File: src/rtl/cfpr_pkg.sv
// cfpr_pkg: shared types and constants for the circular fifo with prefix reverse
// no dependencies; compiled first

package cfpr_pkg;

	localparam int DATA_W  = 32;
	localparam int COUNT_W = 5;
	localparam int LEVEL_W = 5;

	// operation codes carried by an input transfer
	typedef enum logic [1:0] {
		KIND_PUSH = 2'd0,
		KIND_POP  = 2'd1,
		KIND_PEEK = 2'd2,
		KIND_REV  = 2'd3
	} kind_t;

	// result status codes
	typedef enum logic [1:0] {
		STATUS_OK    = 2'd0,
		STATUS_FULL  = 2'd1,
		STATUS_EMPTY = 2'd2
	} status_t;

	// reverse sequencer states
	typedef enum logic [1:0] {
		ST_IDLE   = 2'd0,
		ST_REV_RD = 2'd1,
		ST_REV_WA = 2'd2,
		ST_REV_WB = 2'd3
	} state_t;

endpackage

File: src/rtl/cfpr_in_if.sv
// cfpr_in_if: valid/ready channel carrying one fifo operation
// depends on cfpr_pkg

interface cfpr_in_if;
	logic                               valid;
	logic                               ready;
	cfpr_pkg::kind_t                    kind;
	logic signed [cfpr_pkg::DATA_W-1:0] data_in;
	logic [cfpr_pkg::COUNT_W-1:0]       count;

	modport source(output valid, kind, data_in, count, input ready);
	modport sink(input valid, kind, data_in, count, output ready);
endinterface

File: src/rtl/cfpr_out_if.sv
// cfpr_out_if: valid/ready channel carrying one fifo result
// depends on cfpr_pkg

interface cfpr_out_if;
	logic                               valid;
	logic                               ready;
	cfpr_pkg::status_t                  status;
	logic signed [cfpr_pkg::DATA_W-1:0] data_out;
	logic [cfpr_pkg::LEVEL_W-1:0]       level;

	modport source(output valid, status, data_out, level, input ready);
	modport sink(input valid, status, data_out, level, output ready);
endinterface

File: src/rtl/cfpr_ram.sv
// cfpr_ram: generic synchronous ram, one write port and two registered read ports
// no dependencies

module cfpr_ram #(
	parameter int WIDTH = 32,
	parameter int DEPTH = 16
) (
	input  logic                     clk,
	input  logic                     we,
	input  logic [$clog2(DEPTH)-1:0] waddr,
	input  logic [WIDTH-1:0]         wdata,
	input  logic                     re,
	input  logic [$clog2(DEPTH)-1:0] raddr_a,
	input  logic [$clog2(DEPTH)-1:0] raddr_b,
	output logic [WIDTH-1:0]         rdata_a,
	output logic [WIDTH-1:0]         rdata_b
);

	logic [WIDTH-1:0] mem [DEPTH];

	// write port
	always_ff @(posedge clk) begin
		if (we) begin
			mem[waddr] <= wdata;
		end
	end

	// read ports, data held until the next read
	always_ff @(posedge clk) begin
		if (re) begin
			rdata_a <= mem[raddr_a];
			rdata_b <= mem[raddr_b];
		end
	end

endmodule

File: src/rtl/circular_fifo_with_prefix_reverse.sv
// circular_fifo_with_prefix_reverse: ring-buffer fifo with in-place head reversal
// depends on cfpr_pkg, cfpr_in_if, cfpr_out_if, cfpr_ram
//
//  channel   dir  transfer when        payload
//  items     in   valid & ready        kind, data_in, count
//  results   out  valid & ready        status, data_out, level
//
// push, pop and peek act at their transfer; a result passes the result stage and
// then the output register, and a new operation follows once the stage is free
// or moving out. reverse swaps floor(k / 2) pairs, k being the clamped count: each
// swap reads both entries, then writes them back over the single write port.
// reset (arst_n low) empties the fifo; stored words are not cleared.
// a stalled result is held in the output register plus one stage behind it.

module circular_fifo_with_prefix_reverse #(
	parameter int DEPTH = 16
) (
	input logic        clk,
	input logic        arst_n,
	cfpr_in_if.sink    items,
	cfpr_out_if.source results
);
	import cfpr_pkg::*;

	localparam int AW   = $clog2(DEPTH);
	localparam int OW   = $clog2(DEPTH + 1);
	localparam int CMPW = (OW > COUNT_W) ? OW : COUNT_W;
	localparam logic [AW:0]   DEPTH_A = (AW + 1)'(DEPTH);
	localparam logic [OW-1:0] DEPTH_O = OW'(DEPTH);

	// pointer plus offset, modulo depth
	function automatic logic [AW-1:0] wrap_add(logic [AW-1:0] base, logic [AW-1:0] off);
		logic [AW:0] sum;
		sum = {1'b0, base} + {1'b0, off};
		if (sum >= DEPTH_A) begin
			sum = sum - DEPTH_A;
		end
		return sum[AW-1:0];
	endfunction

	state_t          state_q, state_d;
	logic [AW-1:0]   head_q, head_d, tail_q, tail_d;
	logic [OW-1:0]   occ_q, occ_d, k_q, k_d, pair_q, pair_d;

	logic            s1_valid_s1, s1_rd_s1;
	status_t         s1_status_s1;
	logic [LEVEL_W-1:0] s1_level_s1;
	logic            s1_load, s1_rd_d;
	status_t         s1_status_d;

	logic            out_valid_q;
	status_t         out_status_q;
	logic signed [DATA_W-1:0] out_data_q;
	logic [LEVEL_W-1:0] out_level_q;

	logic            out_load, in_ready, accept;
	logic [OW-1:0]   k_clamp, off_b, half;
	logic [AW-1:0]   addr_a, addr_b;
	logic            last_pair;

	logic            ram_we, ram_re;
	logic [AW-1:0]   ram_waddr, ram_raddr_a, ram_raddr_b;
	logic [DATA_W-1:0] ram_wdata, ram_rdata_a, ram_rdata_b;

	cfpr_ram #(
		.WIDTH(DATA_W),
		.DEPTH(DEPTH)
	) u_ram (
		.clk    (clk),
		.we     (ram_we),
		.waddr  (ram_waddr),
		.wdata  (ram_wdata),
		.re     (ram_re),
		.raddr_a(ram_raddr_a),
		.raddr_b(ram_raddr_b),
		.rdata_a(ram_rdata_a),
		.rdata_b(ram_rdata_b)
	);

	// handshake: the stage behind the output register frees the input side
	assign out_load = s1_valid_s1 && (!out_valid_q || results.ready);
	assign in_ready = (state_q == ST_IDLE) && (!s1_valid_s1 || out_load);
	assign accept   = items.valid && in_ready;
	assign items.ready = in_ready;

	// clamp the reverse length to the occupancy
	assign k_clamp = OW'((CMPW'(items.count) > CMPW'(occ_q)) ? CMPW'(occ_q)
		: CMPW'(items.count));

	// swap pair addresses
	assign half      = k_q >> 1;
	assign off_b     = k_q - OW'(1) - pair_q;
	assign addr_a    = wrap_add(head_q, AW'(pair_q));
	assign addr_b    = wrap_add(head_q, AW'(off_b));
	assign last_pair = (pair_q == half - OW'(1));

	// next state, ram control and result capture
	always_comb begin
		state_d     = state_q;
		head_d      = head_q;
		tail_d      = tail_q;
		occ_d       = occ_q;
		k_d         = k_q;
		pair_d      = pair_q;
		ram_we      = 1'b0;
		ram_waddr   = tail_q;
		ram_wdata   = items.data_in;
		ram_re      = 1'b0;
		ram_raddr_a = head_q;
		ram_raddr_b = addr_b;
		s1_load     = 1'b0;
		s1_status_d = STATUS_OK;
		s1_rd_d     = 1'b0;
		case (state_q)
			ST_IDLE: begin
				if (accept) begin
					case (items.kind)
						KIND_PUSH: begin
							s1_load = 1'b1;
							if (occ_q == DEPTH_O) begin
								s1_status_d = STATUS_FULL;
							end else begin
								ram_we = 1'b1;
								tail_d = wrap_add(tail_q, AW'(1));
								occ_d  = occ_q + OW'(1);
							end
						end
						KIND_POP, KIND_PEEK: begin
							s1_load = 1'b1;
							if (occ_q == '0) begin
								s1_status_d = STATUS_EMPTY;
							end else begin
								ram_re  = 1'b1;
								s1_rd_d = 1'b1;
								if (items.kind == KIND_POP) begin
									head_d = wrap_add(head_q, AW'(1));
									occ_d  = occ_q - OW'(1);
								end
							end
						end
						KIND_REV: begin
							if (k_clamp < OW'(2)) begin
								s1_load = 1'b1;
							end else begin
								k_d     = k_clamp;
								pair_d  = '0;
								state_d = ST_REV_RD;
							end
						end
						default: begin
						end
					endcase
				end
			end
			ST_REV_RD: begin
				ram_re      = 1'b1;
				ram_raddr_a = addr_a;
				ram_raddr_b = addr_b;
				state_d     = ST_REV_WA;
			end
			ST_REV_WA: begin
				ram_we    = 1'b1;
				ram_waddr = addr_a;
				ram_wdata = ram_rdata_b;
				state_d   = ST_REV_WB;
			end
			ST_REV_WB: begin
				ram_we    = 1'b1;
				ram_waddr = addr_b;
				ram_wdata = ram_rdata_a;
				if (last_pair) begin
					s1_load = 1'b1;
					state_d = ST_IDLE;
				end else begin
					pair_d  = pair_q + OW'(1);
					state_d = ST_REV_RD;
				end
			end
			default: begin
				state_d = ST_IDLE;
			end
		endcase
	end

	// control registers
	always_ff @(posedge clk or negedge arst_n) begin
		if (!arst_n) begin
			state_q <= ST_IDLE;
			head_q  <= '0;
			tail_q  <= '0;
			occ_q   <= '0;
			k_q     <= '0;
			pair_q  <= '0;
		end else begin
			state_q <= state_d;
			head_q  <= head_d;
			tail_q  <= tail_d;
			occ_q   <= occ_d;
			k_q     <= k_d;
			pair_q  <= pair_d;
		end
	end

	// result stage valid flags
	always_ff @(posedge clk or negedge arst_n) begin
		if (!arst_n) begin
			s1_valid_s1 <= 1'b0;
			out_valid_q <= 1'b0;
		end else begin
			if (s1_load) begin
				s1_valid_s1 <= 1'b1;
			end else if (out_load) begin
				s1_valid_s1 <= 1'b0;
			end
			if (out_load) begin
				out_valid_q <= 1'b1;
			end else if (results.ready) begin
				out_valid_q <= 1'b0;
			end
		end
	end

	// result payload; read data joins when the stage moves to the output
	always_ff @(posedge clk) begin
		if (s1_load) begin
			s1_status_s1 <= s1_status_d;
			s1_rd_s1     <= s1_rd_d;
			s1_level_s1  <= LEVEL_W'(occ_d);
		end
		if (out_load) begin
			out_status_q <= s1_status_s1;
			out_data_q   <= s1_rd_s1 ? ram_rdata_a : '0;
			out_level_q  <= s1_level_s1;
		end
	end

	assign results.valid    = out_valid_q;
	assign results.status   = out_status_q;
	assign results.data_out = out_data_q;
	assign results.level    = out_level_q;

`ifndef SYNTHESIS
	// occupancy stays within the ring
	a_occ_range: assert property (@(posedge clk) disable iff (!arst_n)
		occ_q <= DEPTH_O)
		else $error("occupancy above depth");

	// empty or full ring has head and tail on the same slot
	a_ptr_meet: assert property (@(posedge clk) disable iff (!arst_n)
		(occ_q == '0 || occ_q == DEPTH_O) |-> (head_q == tail_q))
		else $error("head and tail disagree with occupancy");

	// no transfer is taken while a reversal is in flight
	a_rev_block: assert property (@(posedge clk) disable iff (!arst_n)
		(state_q != ST_IDLE) |-> !items.ready)
		else $error("input ready during reversal");

	// a result waiting behind a stalled output is not dropped
	a_s1_hold: assert property (@(posedge clk) disable iff (!arst_n)
		(s1_valid_s1 && !out_load) |=> s1_valid_s1)
		else $error("pending result lost");
`endif

endmodule
File: src/flat_wrapper.sv
// flat-port wrapper written by rule: the top's interface ports become plain ports
module circular_fifo_with_prefix_reverse_flat import cfpr_pkg::*;
#(
	parameter int DEPTH = 16
)
  (clk, arst_n, items_valid, items_kind, items_data_in, items_count, items_ready, results_valid, results_status, results_data_out, results_level, results_ready);
  cfpr_in_if items_i ();
  cfpr_out_if results_i ();
  input logic clk;
  input logic arst_n;
  input wire logic [$bits(items_i.valid)-1:0] items_valid;
  input wire logic [$bits(items_i.kind)-1:0] items_kind;
  input wire logic [$bits(items_i.data_in)-1:0] items_data_in;
  input wire logic [$bits(items_i.count)-1:0] items_count;
  output wire logic [$bits(items_i.ready)-1:0] items_ready;
  output wire logic [$bits(results_i.valid)-1:0] results_valid;
  output wire logic [$bits(results_i.status)-1:0] results_status;
  output wire logic [$bits(results_i.data_out)-1:0] results_data_out;
  output wire logic [$bits(results_i.level)-1:0] results_level;
  input wire logic [$bits(results_i.ready)-1:0] results_ready;
  assign items_i.valid = items_valid;
  assign items_i.kind = items_kind;
  assign items_i.data_in = items_data_in;
  assign items_i.count = items_count;
  assign items_ready = items_i.ready;
  assign results_valid = results_i.valid;
  assign results_status = results_i.status;
  assign results_data_out = results_i.data_out;
  assign results_level = results_i.level;
  assign results_i.ready = results_ready;
  circular_fifo_with_prefix_reverse #(.DEPTH(DEPTH)) u_core (.clk(clk), .arst_n(arst_n), .items(items_i), .results(results_i));
endmodule
File: config.mk
export PLATFORM = sky130hd
export DESIGN_NAME = circular_fifo_with_prefix_reverse_flat
export DESIGN_NICKNAME = d
export VERILOG_FILES = /design/src/rtl/cfpr_pkg.sv /design/src/rtl/cfpr_in_if.sv /design/src/rtl/cfpr_out_if.sv /design/src/rtl/cfpr_ram.sv /design/src/rtl/circular_fifo_with_prefix_reverse.sv /design/src/flat_wrapper.sv
export SDC_FILE = /design/constraint.sdc
export NUM_CORES = 1
export LEC_CHECK = 0
export BUFFER_PORTS_ARGS = -buffer_cell sky130_fd_sc_hd__buf_2
export CAP_MARGIN = 10
export CELL_PAD_IN_SITES_DETAIL_PLACEMENT = 1
export CELL_PAD_IN_SITES_GLOBAL_PLACEMENT = 2
export CORE_UTILIZATION = 43
export CTS_CLUSTER_DIAMETER = 120
export DETAILED_ROUTE_END_ITERATION = 7
export HOLD_SLACK_MARGIN = 0.02
export PLACE_DENSITY = 0.72
export SLEW_MARGIN = 20
export SYNTH_ARGS = -nofsm -noshare
export SYNTH_HDL_FRONTEND = slang
export SYNTH_SLANG_ARGS = --single-unit
File: constraint.sdc
create_clock -name clk -period 4.35 [get_ports clk]
set_clock_uncertainty 0.05 [all_clocks]
set_input_delay 0.2175 -clock clk [delete_from_list [all_inputs] [get_ports clk]]
set_output_delay 0.2175 -clock clk [all_outputs]
set_load 0.03 [all_outputs]
* After elaboration in Yosys (flattened, before gate mapping) *
Memory sizes are Yosys's and may differ from the RTL's. A register that Yosys moved wholly into a read port is not among the register bits.
Index checks and enable logic that the tools add are counted.
W data, S select, Z words.

storage, ports and cells
  register bits after elaboration = 74
  memories = 1
  input port bits = 43
  output and inout bits = 41
  logic and storage cells = 118
  bits in writable memories = 512

cells by class
  eq/ne operators = 12
  reduce and logical (&&, ||, !) cells = 22
  muxes and demuxes = 46
  order comparisons = 6
  add/subtract/negate cells = 14
  bitwise gates (word level) = 3

memories
  name              depth  width  read ports  clocked after Yosys merged registers in  wr ports  RTL line        text
  u_core.u_ram.mem  16     32     2           2                                        1         cfpr_ram.sv:19  logic [WIDTH-1:0] mem [DEPTH];

operators by type and width
  kind                   number
  $pmux W32 S2           1
  $mux W5                10
  $ge A5 B5 Y1 const B   4
  $mux W4                5
  $pmux W5 S2            2
  $sub A4 B1 Y4 const B  5
  $mux W1                17
  $add A4 B1 Y5 const B  2
  $add A4 B4 Y5          2
  $add A5 B1 Y5 const B  2
  $reduce_and A5 Y1      2
  $eq A2 B2 Y1 const B   4
  $mux W2                4
  $pmux W1 S2            4
  $pmux W2 S4            1
  $pmux W4 S2            1
  $reduce_and A4 Y1      2
  $ne A2 B2 Y1 const B   3
  $reduce_bool A2 Y1     3
  $eq A5 B5 Y1           1
  $eq A5 B5 Y1 const B   1
  $gt A5 B5 Y1           1
  $logic_not A5 Y1       1
  $lt A5 B2 Y1 const B   1
  15 further kinds       24

* Logic depth before layout (Yosys ltp) *
  word-level depth = 10
  gate-level depth with buffers = 12
  depth with buffers taken out = 12

* By module *
Synthesis repeated with hierarchy kept, for this count alone.

second synthesis, totals
  cell total of the unflattened synthesis = 1587
  area, all modules = 29371.9 um^2

modules (own cells, without submodules)
  module                             cells an instance  area an instance (um^2)  instances  seq. area each (um^2)
  cfpr_ram                           1141               24843.8                  1          17296.6
  circular_fifo_with_prefix_reverse  446                4528.1                   1          2087.0

* Worst setup path before layout *
No wires, ideal clock.

  path type = register to register
  start = register u_core.pair_q[0]
  end = memory u_core.u_ram.mem[4][0] (enable)
  cell stages (with the launch flop) = 13
  buffers on the path = 0
  path slack = -0.266 ns
  clock period less this slack = 4.616 ns
  required time = 3.879 ns
  data arrival time = 4.145 ns
  library setup time = 0.421 ns
  cell sequence = dfrtp_1 -> inv_1 -> ha_1 -> inv_1 -> fa_1 -> inv_1 -> ha_1 -> a21o_1 -> a21oi_1 -> xnor3_1 -> a222oi_1 -> nand2b_1 -> nor2_1

on the way
  cells in the longest elaborated chain, start to end = 5
  elaborated cells between the ends (all ways) = 10
  classes of those cells = 5 x add/sub; 2 x order compare; 3 x mux

RTL lines
  element                                               RTL line                                                                          text
  from (decl)                                           circular_fifo_with_prefix_reverse.sv:43                                           logic [OW-1:0] occ_q, occ_d, k_q, k_d, pair_q, pair_d;
  from (signal assigned)                                circular_fifo_with_prefix_reverse.sv:200                                          pair_q <= pair_d;
  $sub A4 B4 Y4                                         circular_fifo_with_prefix_reverse.sv:92                                           assign off_b = k_q - OW'(1) - pair_q;
  $add A4 B4 Y5                                         circular_fifo_with_prefix_reverse.sv:34                                           sum = {1'b0, base} + {1'b0, off};
  $sub A4 B1 Y4 / $ge A5 B5 Y1 (equally long branches)  circular_fifo_with_prefix_reverse.sv:36, circular_fifo_with_prefix_reverse.sv:35
  $mux W4                                               circular_fifo_with_prefix_reverse.sv:35                                           if (sum >= DEPTH_A) begin
  $pmux W4 S2 (*)                                       circular_fifo_with_prefix_reverse.sv:114                                          case (state_q)
  to (decl)                                             cfpr_ram.sv:19

Every way passes the cells marked *; elsewhere a longest branch is shown, timed or not.

* Final worst setup path *
  start = register u_core.pair_q[0]
  end = memory u_core.u_ram.mem[12][1] (enable)

The elaborated chain is that of the path after synthesis.

==> out/metrics.cfg <==
[outcome]
status=completed

[flow_run]
maxCapViolCount=0

[detailed_routing]
num_vias=16800
drc_errors=0
drt-pass1-iter-count=4
via_per_inst=5.98
wire_per_inst_um=29.4
wl_um=82500
ant_nets=0
drt_iter0_markers=1595

[power_and_ir_drop]
ir_worst_vdd_mv=0.322
powerDensity_nw_per_um2=374
leakagePower_nw=12.4

[sta]
period_share_pct=91.6
hold_viol_final=0
slew_viol_final=0
fmax_mhz=251
setup_viol=0
worstMarginPinSlew_ps=1120
slew_headroom_pct=25.0
min_period_ps=3980
rsz0062_at_grt=false

[synth]
yosys_warnings=0
syn_nets=1758
syn_avg_cell_area_sq_um=17.7
synth_cell_types=53
synth_seq_cells=650
synthArstFlopShare_pct=4.15
yosys_most_used_dff=edfxtp_1
synth_cells=1684
synth_seq_area_share_pct=65.0
synth.cell_area_sq_um=29800
synth-edff-count=623

[cts]
insertion_delay_ps=630
numClockSinks=650
cts_tree=yes
post_cts_buffers=0
cts_max_path_buffers=3
h-tree-depth=3
path_clk_slew_ps=60
cts_resized=0
cts_root_buf=clkbuf_16
cts-buffers-inserted=72

[die]
fp.coreArea_sq_um=68600
dieArea_sq_um=70500
fp.dieH_um=265
num_rows=96
initial_core_util_pct=43.5
boundaryPins=84
chipWidth_um=265

[worst_setup_path]
worstPathMaxFanout=13
crit_required_ps=4610
crit_chain=inv_1 > ha_1 > inv_1 > fa_1 > fa_4 > nor2_1 > a221oi_1 > nor3b_1 > nand2_1 > nor2_4 > buf_12
cp.arrival_ps=4240
critPathMaxStageDelay_ps=790
cp-start-kind=flop
cp_slowest_cell=fa_4
path_class=reg -> reg
cpMostUsedCell=inv_1
cp_num_buf_inv=3
cp_top_family=adder cells
cp-end-kind=flop

[grt]
grt_usage_pct=24.0
antenna_found_initial=0
grt_remaining_overflow=0
grt_pass1_vias=18300
grt_start_max_net_pins=67
grt_pass1_wl_um=123000

[placed_design]
port_buffers=83
placed_cell_area_sq_um=32200
finalWeightedCongestion=0.817
dpl.hpwl_um=50600
dp.cells=2671

[layout]
antennaDiodeCount=0
instances_no_fill=2806
fin_area_sq_um=34600
final_cell_mix=623 x edfxtp_1, 256 x mux4_2, 216 x nand2_1
drive_above_1_share_pct=29.6
nNetsFinal=1895
area_delta_synth_final_pct=16.0
final_common_cell=edfxtp_1

[worst_hold_path]
hold_class=in -> reg

power by group:
group / leakage, nW / switching (mW) / total, mW / internal [mW]
combinational: 5.23 / 0.0308 / 0.0581 / 0.0273
sequential: 5.98 / 0 / 6.75 / 6.75
clock: 1.15 / 2.51 / 6.16 / 3.65
cells by family after synthesis:
kind of cell	count (synthesis)	synth area share, %
AOI/OAI and AO/OA	127	2.84
xor gates and xnor gates	23	0.746
adders and majority gates	31	1.38
buffers and inverters	133	1.82
DFF	650	65.0
muxes	359	22.8
and+or+nand+nor	361	5.48
tightest hold or removal path, delay by kind of cell:
kind	cells	cell delay [ps]
simple gates	2	260
buf+inv	1	100
cell usage after synthesis (2+ instances only):
library cell / n / share of area (%)
clkbuf_1: 63 / 0.79
and2_1: 36 / 0.75
a21o_1: 3 / 0.075
a31oi_1: 36 / 0.75
nand2_1: 216 / 2.7
inv_1: 27 / 0.34
buf_1: 13 / 0.16
xnor2_1: 17 / 0.50
o21ai_0: 14 / 0.23
and3_1: 35 / 0.73
a22oi_1: 37 / 0.93
nand4_1: 7 / 0.15
a221oi_1: 2 / 0.059
a211oi_1: 2 / 0.050
nor2_1: 33 / 0.42
edfxtp_1: 623 / 63
o22ai_1: 2 / 0.042
ha_1: 28 / 1.2
a21oi_1: 17 / 0.29
mux2i_1: 100 / 3.4
nor3_1: 6 / 0.10
dfrtp_1: 27 / 2.3
mux4_2: 256 / 19
a211o_1: 4 / 0.12
nand3_1: 8 / 0.13
fa_1: 3 / 0.20
o21a_1: 2 / 0.050
mux2_2: 3 / 0.11
xor2_1: 4 / 0.12
nand2b_1: 6 / 0.13
nor4_1: 3 / 0.063
buf_2: 28 / 0.47
buf_4: 2 / 0.050
nand3b_1: 2 / 0.050
final timing paths:
| kind | from | slack (ps) | cells after the start | end |
|---|---|---|---|---|
| worst max-delay path | u_core.pair_q[0] | 370 | 11 | u_core.u_ram.mem[12][1] |
| worst min-delay path | items_valid | 90 | 3 | u_core.s1_status_s1[0] |
| worst max register to register | u_core.pair_q[0] | 370 | 11 | u_core.u_ram.mem[12][1] |
| worst min register to register | u_core.s1_status_s1[1] | 370 | 0 | u_core.results.status[1] |
| max in group asynchronous | arst_n | 3650 | 2 | u_core.k_q[3] |
| min in group asynchronous | arst_n | 140 | 2 | u_core.state_q[1] |
stage by stage:
| stage | hold WS [ps] | setup TNS [ps] | util [%] | setup slack, ps | power, mW |
|---|---|---|---|---|---|
| floorplan | -128 | -96220 | - | -266 | 6.90 |
| global placement | 244 | 0 | 47.0 | 422 | 6.94 |
| detailed placement | 253 | 0 | 47.0 | 427 | 6.94 |
| CTS | 74.5 | 0 | 50.5 | 360 | 13.1 |
| global route | 109 | 0 | 50.5 | 176 | 13.3 |
| finish | 90.5 | 0 | 50.5 | 367 | 13.0 |
sequential cells by signal, summed over array words and instances, names as in the netlist, 2 cells and up:
signal / count
u_core.u_ram.mem: 512
u_core.results.data_out: 32
u_core.u_ram.rdata_a: 32
u_core.u_ram.rdata_b: 32
u_core.k_q: 5
u_core.occ_q: 5
u_core.pair_q: 5
u_core.results.level: 5
u_core.s1_level_s1: 5
u_core.head_q: 4
u_core.tail_q: 4
u_core.results.status: 2
u_core.s1_status_s1: 2
u_core.state_q: 2
final cells by class:
type                       instances  area (sq um)
clock inverter                    39           454
inverter                          27           101
sequential                       650         19400
fill                            6340         34000
tap                              931          1160
timing repair buffer             169          1470
multi-input combinational        901         10200
clock buffer                      89          1900
per-layer routing:
| layer | wire length (um) | up-vias | GRT usage [%] |
|---|---|---|---|
| li1 | - | 7137 | - |
| met1 | 34600 | 8964 | 32.0 |
| met2 | 40500 | 523 | 39.2 |
| met3 | 4870 | 143 | 5.14 |
| met4 | 2530 | 0 | 8.09 |
| met5 | 0 | - | 0 |
repair_timing:
item,CTS,global route
setup endpoints to repair,0,0
hold buffers,7,0
endpoints found under the hold margin,34,0
(Power assumes the default switching activity.)
